$ cat config.mk
export PLATFORM = sky130hd
export DESIGN_NAME = palette_rgb565_alpha_blender
export DESIGN_NICKNAME = d
export VERILOG_FILES = /design/src/hdl/palblend_pkg.sv /design/src/hdl/palblend_ram.sv /design/src/hdl/palblend_mix.sv /design/src/hdl/palette_rgb565_alpha_blender.sv
export SDC_FILE = /design/constraint.sdc
export NUM_CORES = 2
export LEC_CHECK = 0
export BUFFER_PORTS_ARGS = -buffer_cell sky130_fd_sc_hd__buf_2
export CORE_UTILIZATION = 40
export CTS_CLUSTER_SIZE = 8
export DETAILED_ROUTE_END_ITERATION = 7
export PLACE_DENSITY = 0.6
export SYNTH_ARGS = -nofsm -noshare
export SYNTH_HDL_FRONTEND = slang
export SYNTH_SLANG_ARGS = --single-unit
$ cat constraint.sdc
create_clock -name clock -period 7.3 [get_ports clock]
set_input_delay 0.73 -clock clock [delete_from_list [all_inputs] [get_ports clock]]
set_output_delay 0.73 -clock clock [all_outputs]
set_load 0.02 [all_outputs]
$ cat src/hdl/palblend_pkg.sv
`timescale 1ns / 1ps
`default_nettype none

package palblend_pkg;

   localparam logic [1:0] MODE_ALPHA     = 2'd0;
   localparam logic [1:0] MODE_ALPHA_OPA = 2'd1;
   localparam logic [1:0] MODE_OPA       = 2'd2;
   localparam logic [1:0] MODE_OPA_KEY   = 2'd3;

   localparam logic [1:0] CSR_MODE    = 2'd0;
   localparam logic [1:0] CSR_OPACITY = 2'd1;
   localparam logic [1:0] CSR_KEY     = 2'd2;

   localparam logic       OP_PAL_WRITE = 1'b0;
   localparam logic       OP_BLEND     = 1'b1;

   localparam logic [31:0] PACK_MASK  = 32'h07E0_F81F;
   localparam logic [5:0]  FULL_SCALE = 6'd32;

   typedef struct packed {
      logic        skip;
      logic        last;
      logic        hit;
      logic [5:0]  k;
      logic [15:0] dest;
   } pix_ctl_type;

   function automatic logic [31:0] spread(input logic [15:0] c);
      return {c, c} & PACK_MASK;
   endfunction

   function automatic logic [5:0] sat32(input logic [7:0] v);
      return (v > 8'(FULL_SCALE)) ? FULL_SCALE : v[5:0];
   endfunction

endpackage

`default_nettype wire

$ cat src/hdl/palblend_ram.sv
`timescale 1ns / 1ps
`default_nettype none

module palblend_ram #(
   parameter int DEPTH = 256,
   parameter int AW    = 8
) (
   input  wire logic          clock,
   input  wire logic          we,
   input  wire logic [AW-1:0] waddr,
   input  wire logic [15:0]   wdata,
   input  wire logic          re,
   input  wire logic [AW-1:0] raddr,
   output logic [15:0]        rdata
);

   logic [15:0] mem [DEPTH];
   logic [15:0] rdata_ff;

   always_ff @(posedge clock) begin
      if (we) begin
         mem[waddr] <= wdata;
      end
   end

   always_ff @(posedge clock) begin
      if (re) begin
         rdata_ff <= mem[raddr];
      end
   end

   assign rdata = rdata_ff;

endmodule

`default_nettype wire

$ cat src/hdl/palblend_mix.sv
`timescale 1ns / 1ps
`default_nettype none

module palblend_mix (
   input  wire logic                      clock,
   input  wire logic                      reset,
   input  wire logic                      s1_valid,
   input  wire palblend_pkg::pix_ctl_type s1_ctl,
   input  wire logic [15:0]               src_color,
   output logic                           adv,
   output logic                           out_valid,
   input  wire logic                      out_ready,
   output logic [15:0]                    out_pixel,
   output logic                           out_written,
   output logic                           out_last
);

   logic        s2_valid_ff, s2_valid_in;
   logic        s2_skip_ff;
   logic        s2_last_ff;
   logic [15:0] s2_dest_ff;
   logic [31:0] s2_d_ff, s2_d_in;
   logic [31:0] s2_prod_ff, s2_prod_in;

   logic        out_valid_ff, out_valid_in;
   logic [15:0] out_pixel_ff, out_pixel_in;
   logic        out_written_ff;
   logic        out_last_ff;

   logic [31:0] s_spread;
   logic [31:0] diff;
   logic [31:0] sum;

   assign adv = !out_valid_ff || out_ready;

   // stage 2: spread and scale the difference
   always_comb begin
      s_spread   = palblend_pkg::spread(s1_ctl.hit ? src_color : 16'd0);
      s2_d_in    = palblend_pkg::spread(s1_ctl.dest);
      diff       = s_spread - s2_d_in;
      s2_prod_in = diff * {26'd0, s1_ctl.k};
      s2_valid_in = s1_valid;
   end

   always_ff @(posedge clock) begin
      if (reset) begin
         s2_valid_ff <= 1'b0;
      end else if (adv) begin
         s2_valid_ff <= s2_valid_in;
      end
   end

   always_ff @(posedge clock) begin
      if (adv) begin
         s2_skip_ff <= s1_ctl.skip;
         s2_last_ff <= s1_ctl.last;
         s2_dest_ff <= s1_ctl.dest;
         s2_d_ff    <= s2_d_in;
         s2_prod_ff <= s2_prod_in;
      end
   end

   // stage 3: accumulate, mask, fold
   always_comb begin
      sum          = (s2_d_ff + {5'd0, s2_prod_ff[31:5]}) & palblend_pkg::PACK_MASK;
      out_pixel_in = s2_skip_ff ? s2_dest_ff : (sum[15:0] | sum[31:16]);
      out_valid_in = s2_valid_ff;
   end

   always_ff @(posedge clock) begin
      if (reset) begin
         out_valid_ff <= 1'b0;
      end else if (adv) begin
         out_valid_ff <= out_valid_in;
      end
   end

   always_ff @(posedge clock) begin
      if (adv) begin
         out_pixel_ff   <= out_pixel_in;
         out_written_ff <= !s2_skip_ff;
         out_last_ff    <= s2_last_ff;
      end
   end

   assign out_valid   = out_valid_ff;
   assign out_pixel   = out_pixel_ff;
   assign out_written = out_written_ff;
   assign out_last    = out_last_ff;

endmodule

`default_nettype wire

$ cat src/hdl/palette_rgb565_alpha_blender.sv
`timescale 1ns / 1ps
`default_nettype none

// channel   dir  handshake              payload
// req_      in   req_tvalid/req_tready  tdata index/color/alpha/dest, tuser op, tlast eol
// rsp_      out  rsp_tvalid/rsp_tready  tdata pixel, tuser written, tlast eol
// csr_      in   csr_we                 csr_index, csr_wdata
//
// one request per clock while stages advance; results go through s1, s2, out registers
// palette lives in a one-port-write, one-port-read ram with registered read
// all stages advance together when the output register is empty or taken
// reset clears control and config only; palette contents undefined until written

module palette_rgb565_alpha_blender #(
   parameter int PALETTE_ENTRIES = 256
) (
   input  wire logic        clock,
   input  wire logic        reset,
   input  wire logic        req_tvalid,
   output logic             req_tready,
   input  wire logic [47:0] req_tdata,  // color_index, palette_color, alpha, dest_pixel
   input  wire logic        req_tuser,  // operation
   input  wire logic        req_tlast,
   output logic             rsp_tvalid,
   input  wire logic        rsp_tready,
   output logic [15:0]      rsp_tdata,  // pixel_out
   output logic             rsp_tuser,  // written
   output logic             rsp_tlast,
   input  wire logic        csr_we,
   input  wire logic [1:0]  csr_index,
   input  wire logic [7:0]  csr_wdata
);

   localparam int AW = (PALETTE_ENTRIES > 1) ? $clog2(PALETTE_ENTRIES) : 1;

   logic [1:0]  mode_ff;
   logic [5:0]  opacity_ff;
   logic [7:0]  key_ff;

   logic [7:0]  color_index;
   logic [15:0] palette_color;
   logic [7:0]  alpha;
   logic [15:0] dest_pixel;

   logic        adv;
   logic        accept;
   logic        idx_hit;
   logic [5:0]  a_sat;
   logic [5:0]  o_sat;
   logic [11:0] ao;

   logic                      s1_valid_ff, s1_valid_in;
   palblend_pkg::pix_ctl_type s1_ctl_ff, s1_ctl_in;
   logic [15:0]               src_color;

   assign color_index   = req_tdata[7:0];
   assign palette_color = req_tdata[23:8];
   assign alpha         = req_tdata[31:24];
   assign dest_pixel    = req_tdata[47:32];

   always_ff @(posedge clock) begin
      if (reset) begin
         mode_ff    <= palblend_pkg::MODE_ALPHA;
         opacity_ff <= palblend_pkg::FULL_SCALE;
         key_ff     <= 8'd0;
      end else if (csr_we) begin
         unique case (csr_index)
            palblend_pkg::CSR_MODE:    mode_ff    <= csr_wdata[1:0];
            palblend_pkg::CSR_OPACITY: opacity_ff <= csr_wdata[5:0];
            palblend_pkg::CSR_KEY:     key_ff     <= csr_wdata;
            default: ;
         endcase
      end
   end

   assign req_tready = adv;
   assign accept     = req_tvalid && adv;
   assign idx_hit    = {1'b0, color_index} < 9'(PALETTE_ENTRIES);

   palblend_ram #(
      .DEPTH (PALETTE_ENTRIES),
      .AW    (AW)
   ) u_ram (
      .clock (clock),
      .we    (accept && (req_tuser == palblend_pkg::OP_PAL_WRITE) && idx_hit),
      .waddr (color_index[AW-1:0]),
      .wdata (palette_color),
      .re    (accept && (req_tuser == palblend_pkg::OP_BLEND)),
      .raddr (color_index[AW-1:0]),
      .rdata (src_color)
   );

   // factor and skip decode
   always_comb begin
      a_sat = palblend_pkg::sat32(alpha);
      o_sat = palblend_pkg::sat32({2'd0, opacity_ff});
      ao    = {6'd0, a_sat} * {6'd0, o_sat};
      s1_ctl_in.last = req_tlast;
      s1_ctl_in.hit  = idx_hit;
      s1_ctl_in.dest = dest_pixel;
      unique case (mode_ff)
         palblend_pkg::MODE_ALPHA: begin
            s1_ctl_in.k    = a_sat;
            s1_ctl_in.skip = (alpha == 8'd0);
         end
         palblend_pkg::MODE_ALPHA_OPA: begin
            s1_ctl_in.k    = ao[10:5];
            s1_ctl_in.skip = 1'b0;
         end
         palblend_pkg::MODE_OPA: begin
            s1_ctl_in.k    = o_sat;
            s1_ctl_in.skip = 1'b0;
         end
         default: begin
            s1_ctl_in.k    = o_sat;
            s1_ctl_in.skip = (color_index == key_ff);
         end
      endcase
      s1_valid_in = accept && (req_tuser == palblend_pkg::OP_BLEND);
   end

   always_ff @(posedge clock) begin
      if (reset) begin
         s1_valid_ff <= 1'b0;
      end else if (adv) begin
         s1_valid_ff <= s1_valid_in;
      end
   end

   always_ff @(posedge clock) begin
      if (adv) begin
         s1_ctl_ff <= s1_ctl_in;
      end
   end

   palblend_mix u_mix (
      .clock       (clock),
      .reset       (reset),
      .s1_valid    (s1_valid_ff),
      .s1_ctl      (s1_ctl_ff),
      .src_color   (src_color),
      .adv         (adv),
      .out_valid   (rsp_tvalid),
      .out_ready   (rsp_tready),
      .out_pixel   (rsp_tdata),
      .out_written (rsp_tuser),
      .out_last    (rsp_tlast)
   );

endmodule

`default_nettype wire

==> results by group <==
Outcome
  – Run status: finished, violations left
  – Failing checks: max-slew violations

Detailed routing
  – Met2 routed wirelength: ~210,000 um
  – Iteration-0 DRC Markers: 9,397
  – Average wire per cell in the routed design: between 30 and 40 um
  – Vias post-DR: around 80,000
  – Antenna viol nets, final: 0
  – Met3 routed WL: between 30,000 and 40,000 um
  – Via count normalized by instance count: ~5.8
  – Drc violations: 0
  – Top sig layer: met5
  – WL met1: roughly 170,000 um
  – Final wirelength: 436,000 um
  – Number of optimization iterations in the first detailed-route pass: 6

Floorplan
  – Height of the die: ~650 um
  – Row cnt: 237
  – Die area: around 0.42 sq mm
  – Std-Cell Core Area: about 0.42 sq mm
  – Die Wd: about 650 um
  – Starting density of the core: 40.3%
  – I/O pins: 85

Power and ir drop
  – Seq pwr share: roughly half
  – Switching pwr: ~12,000 uW
  – Lkg Pwr: between 0.06 and 0.07 uW
  – Net switching fraction of the power: between 20% and 30%
  – Fraction of power consumed by the clock network: 44.2%
  – Peak supply drop: around 0.00025 V
  – Ratio of total power to cell area: about 290 mW/mm^2
  – Combinational group share of total power: under 10%
  – Cell Int Power: between 40,000 and 50,000 uW

Clock network
  – Buffer type at the clock tree root: sky130_fd_sc_hd__clkbuf_16
  – Largest buffer count on any clock path: 4
  – Clock latency reported for the late side of the worst-skew pair: around 1100 ps
  – Inserted Clock Buffers: roughly 600
  – # H-tree levels: 6
  – CTS tree: yes
  – CTS clock-pin slew for the worst setup and hold paths: 60 ps
  – Count of clock tree sinks: 4,218
  – Post-CTS Setup Bufs: 0

Worst hold path
  – Hold Crit Start: reset
  – Worst min-delay path class: in -> reg

STA
  – Time the worst path needs with I/O delays and setup: approximately 6700 ps
  – Actual slew at the worst max-slew pin: 1580 ps
  – Final critical-path share of the clock period: 91.9%
  – RSZ-0062 raised after global routing: false
  – Worst clock skew on the final layout: between 60 and 70 ps
  – Slew Viols, Final: 49
  – Normalized max-slew margin: -5.36%
  – Hold Fails Final Rpt: 0
  – Timing-limited maximum frequency: about 150 MHz
  – Setup-violating endpoint count in the final report: 0
  – Setup_tns: 0 ps

Critical path
  – Startpoint Class: flip-flop
  – Worst setup path category: reg -> reg
  – Startpoint of the worst setup timing path: u_ram.rdata[0]
  – Element type at the critical path end: flip-flop
  – Maximum fanout count along the critical path: 6
  – Required time at the worst-slack endpoint: between 8000 and 9000 ps
  – Startpoint of the worst-slack reg-to-reg timing path: u_ram.rdata[0]
  – Arrival time at the worst endpoint: 7530 ps

Yosys
  – Portion of synthesized cell area occupied by the leading cell type: 75.0%
  – Syn_area_per_cell: between 20 and 25 sq um
  – Post-synth top flop: sky130_fd_sc_hd__edfxtp_1
  – Number of instances in the synthesized netlist: ~7,400
  – Number of enable flip-flop cells after synthesis: about 4,200
  – Post-synth top area cell: sky130_fd_sc_hd__edfxtp_1
  – Dominant cells by area after synthesis: sky130_fd_sc_hd__edfxtp_1 75%, sky130_fd_sc_hd__mux4_2 18%, sky130_fd_sc_hd__fa_1 1.5%
  – Yosys Warn Count: 0
  – Synth Net Count: 7,653
  – Flip-flop and latch count after synthesis: 4,218
  – Library cells used by synthesis: 68
  – Area of the mapped netlist: 0.168 sq mm
  – Fraction of the yosys area taken by sequential cells: 75.2%
  – Share of flip-flops with an asynchronous set or reset: 0%

GRT
  – Global-route wire length before repair: just over 600,000 um
  – Via count of the first global-routing pass: slightly above 80,000
  – Initial antenna violation count: 27
  – Pin count of the biggest net entering global routing: 198
  – Congestion Overflow GR: 0
  – Aggregate global-route resource usage: around a fifth

Layout
  – Layout net count: roughly 8,400
  – Final Instance Count excl. Fillers: ~14,000
  – Most common cell after layout, fill and taps aside: sky130_fd_sc_hd__edfxtp_1
  – Leading cell types in the layout, fill and taps excluded: 4,199 x sky130_fd_sc_hd__edfxtp_1, 1,323 x sky130_fd_sc_hd__mux4_2, 601 x sky130_fd_sc_hd__clkbuf_16
  – Total of fill cells in the finished design: around 34,000
  – Fraction of layout instances using a drive strength above 1: roughly a third
  – Area growth syn-to-layout: 15.5%

Placement
  – Final RePlAce weighted congestion: 0.814
  – Detailed placer's ending HPWL: between 200,000 and 300,000 um
  – Number of port buffers: between 80 and 90
  – Placed Instances: between 10,000 and 15,000

Run
  – Max capacitance violation total: 0
[synth_stat cells (3+ instances only)]
| master | number |
|---|---|
| sky130_fd_sc_hd__nor3_1 | 14 |
| sky130_fd_sc_hd__mux4_2 | 1323 |
| sky130_fd_sc_hd__nand4_1 | 9 |
| sky130_fd_sc_hd__mux2_2 | 8 |
| sky130_fd_sc_hd__inv_1 | 203 |
| sky130_fd_sc_hd__nor4_1 | 4 |
| sky130_fd_sc_hd__mux2i_1 | 37 |
| sky130_fd_sc_hd__ha_1 | 79 |
| sky130_fd_sc_hd__o21a_1 | 7 |
| sky130_fd_sc_hd__buf_2 | 127 |
| sky130_fd_sc_hd__nand2_1 | 134 |
| sky130_fd_sc_hd__o21ai_0 | 48 |
| sky130_fd_sc_hd__a32oi_1 | 5 |
| sky130_fd_sc_hd__a211oi_1 | 5 |
| sky130_fd_sc_hd__o21bai_1 | 9 |
| sky130_fd_sc_hd__nor2b_1 | 28 |
| sky130_fd_sc_hd__buf_4 | 22 |
| sky130_fd_sc_hd__and3_1 | 16 |
| sky130_fd_sc_hd__nor2_1 | 329 |
| sky130_fd_sc_hd__o31a_1 | 4 |
| sky130_fd_sc_hd__or3_1 | 14 |
| sky130_fd_sc_hd__a31oi_1 | 10 |
| sky130_fd_sc_hd__xor2_1 | 28 |
| sky130_fd_sc_hd__buf_1 | 25 |
| sky130_fd_sc_hd__nand2b_1 | 13 |
| sky130_fd_sc_hd__clkbuf_1 | 190 |
| sky130_fd_sc_hd__o31ai_1 | 4 |
| sky130_fd_sc_hd__and2_1 | 110 |
| sky130_fd_sc_hd__buf_6 | 9 |
| sky130_fd_sc_hd__nand3_1 | 61 |
| sky130_fd_sc_hd__dfxtp_1 | 19 |
| sky130_fd_sc_hd__xnor2_1 | 39 |
| sky130_fd_sc_hd__a21o_1 | 13 |
| sky130_fd_sc_hd__edfxtp_1 | 4199 |
| sky130_fd_sc_hd__a21oi_1 | 45 |
| sky130_fd_sc_hd__nor3b_1 | 10 |
| sky130_fd_sc_hd__a22oi_1 | 10 |
| sky130_fd_sc_hd__nand3b_1 | 4 |
| sky130_fd_sc_hd__fa_1 | 125 |
| sky130_fd_sc_hd__a221o_1 | 5 |
| sky130_fd_sc_hd__o211ai_1 | 3 |
| sky130_fd_sc_hd__a22o_1 | 5 |
[logic make-up after synthesis]
family                     count (synthesis)  synth area share (%)
AOI/OAI and AO/OA                        197                 0.768
xor gates and xnor gates                  68                 0.363
adders and majority gates                204                  2.08
and+or+nand+nor                          752                  2.07
buffers and inverters                    577                  1.47
muxes                                   1368                  18.0
DFF                                     4218                  75.2
[stage by stage]
step                      utilization (%)  cell area [sq um]  total power, uW  hold WS [ps]  worst slack (ps)
after CTS                            46.5             194000            56100          1.69               404
after global routing                 46.5             194000            57300          61.2               175
after detailed placement             42.5             178000            31500           419               360
final                                46.5             194000            55600          91.7               589
after global placement               42.5             178000            31400           418               382
after floorplan                         -             168000            29900           400               953
[worst max-delay path, cell delays in order, from the launching register on]
cell	delay [ps]
sky130_fd_sc_hd__edfxtp_1	370
sky130_fd_sc_hd__inv_1	90
sky130_fd_sc_hd__ha_1	150
sky130_fd_sc_hd__inv_1	50
sky130_fd_sc_hd__fa_1	390
sky130_fd_sc_hd__a21oi_1	350
sky130_fd_sc_hd__nor2b_1	100
sky130_fd_sc_hd__nor2_1	120
sky130_fd_sc_hd__fa_1	530
sky130_fd_sc_hd__nand2b_1	230
sky130_fd_sc_hd__fa_1	570
sky130_fd_sc_hd__inv_1	40
sky130_fd_sc_hd__ha_1	260
sky130_fd_sc_hd__inv_1	60
sky130_fd_sc_hd__fa_1	490
sky130_fd_sc_hd__inv_1	50
sky130_fd_sc_hd__ha_1	260
sky130_fd_sc_hd__nand4_1	130
sky130_fd_sc_hd__o31ai_2	420
sky130_fd_sc_hd__a211oi_1	200
sky130_fd_sc_hd__o31ai_1	460
sky130_fd_sc_hd__o221a_2	350
sky130_fd_sc_hd__a211oi_2	130
sky130_fd_sc_hd__o31ai_1	430
sky130_fd_sc_hd__a21oi_1	140
sky130_fd_sc_hd__xnor2_1	140
[final cells by class]
cell class / count / area [sq um] / area share (%)
tap: 5497 / 6880 / 3.54
clock buffer: 612 / 15100 / 7.77
clock inverter: 60 / 1270 / 0.654
multi-input combinational: 2589 / 39600 / 20.4
timing repair buffer: 477 / 4040 / 2.08
sequential: 4218 / 126000 / 65.1
antenna: 17 / 42.5 / 0.0219
inverter: 204 / 766 / 0.394
[worst paths after layout]
check	to	slack, ps	cells after the start
setup / recovery	u_mix.s2_prod_ff[31]	590	25
hold / removal	key_ff[6]	90	2
setup reg to reg	u_mix.s2_prod_ff[31]	590	25
hold reg to reg	u_mix.out_last	430	0
[what timing repair did]
action,4_1_cts,5_1_grt
endpoints found under the hold margin,33,0
hold buffers,25,0
resized for setup,0,2
setup endpoints to repair,0,2
[registers in the layout, summed over array words and instances, names as in the netlist]
register and flops:
s1_ctl_ff 24, u_ram.mem 4096, u_mix.s2_dest_ff 15, u_mix.out_valid 1, opacity_ff 6, u_mix.out_last 1
u_mix.s2_last_ff 1, u_mix.out_written 1, key_ff 8, u_mix.out_pixel 16, mode_ff 2, u_ram.rdata 16
u_mix.s2_prod_ff 27, u_mix.out_valid_in 1, u_mix.s2_d_ff 1, u_mix.s2_skip_ff 1, s1_valid_ff 1
[per-layer routing]
metal  track usage (%)  vias up
met3              4.13      729
met4              7.12        2
met1              27.5    43300
met5                 0        -
met2              33.3     3507
li1                  -    32100
[power by group through the flow]
| stage | Clock [uW] | Sequential (uW) | Combinational (uW) |
|---|---|---|---|
| after global routing | 26000 | 27000 | 4280 |
| after CTS | 25000 | 27000 | 4010 |
| after global placement | 0 | 27500 | 3890 |
| after floorplan | 0 | 27500 | 2360 |
| final | 24600 | 27000 | 3970 |
| after detailed placement | 0 | 27500 | 3980 |
(Power assumes the default switching activity.)
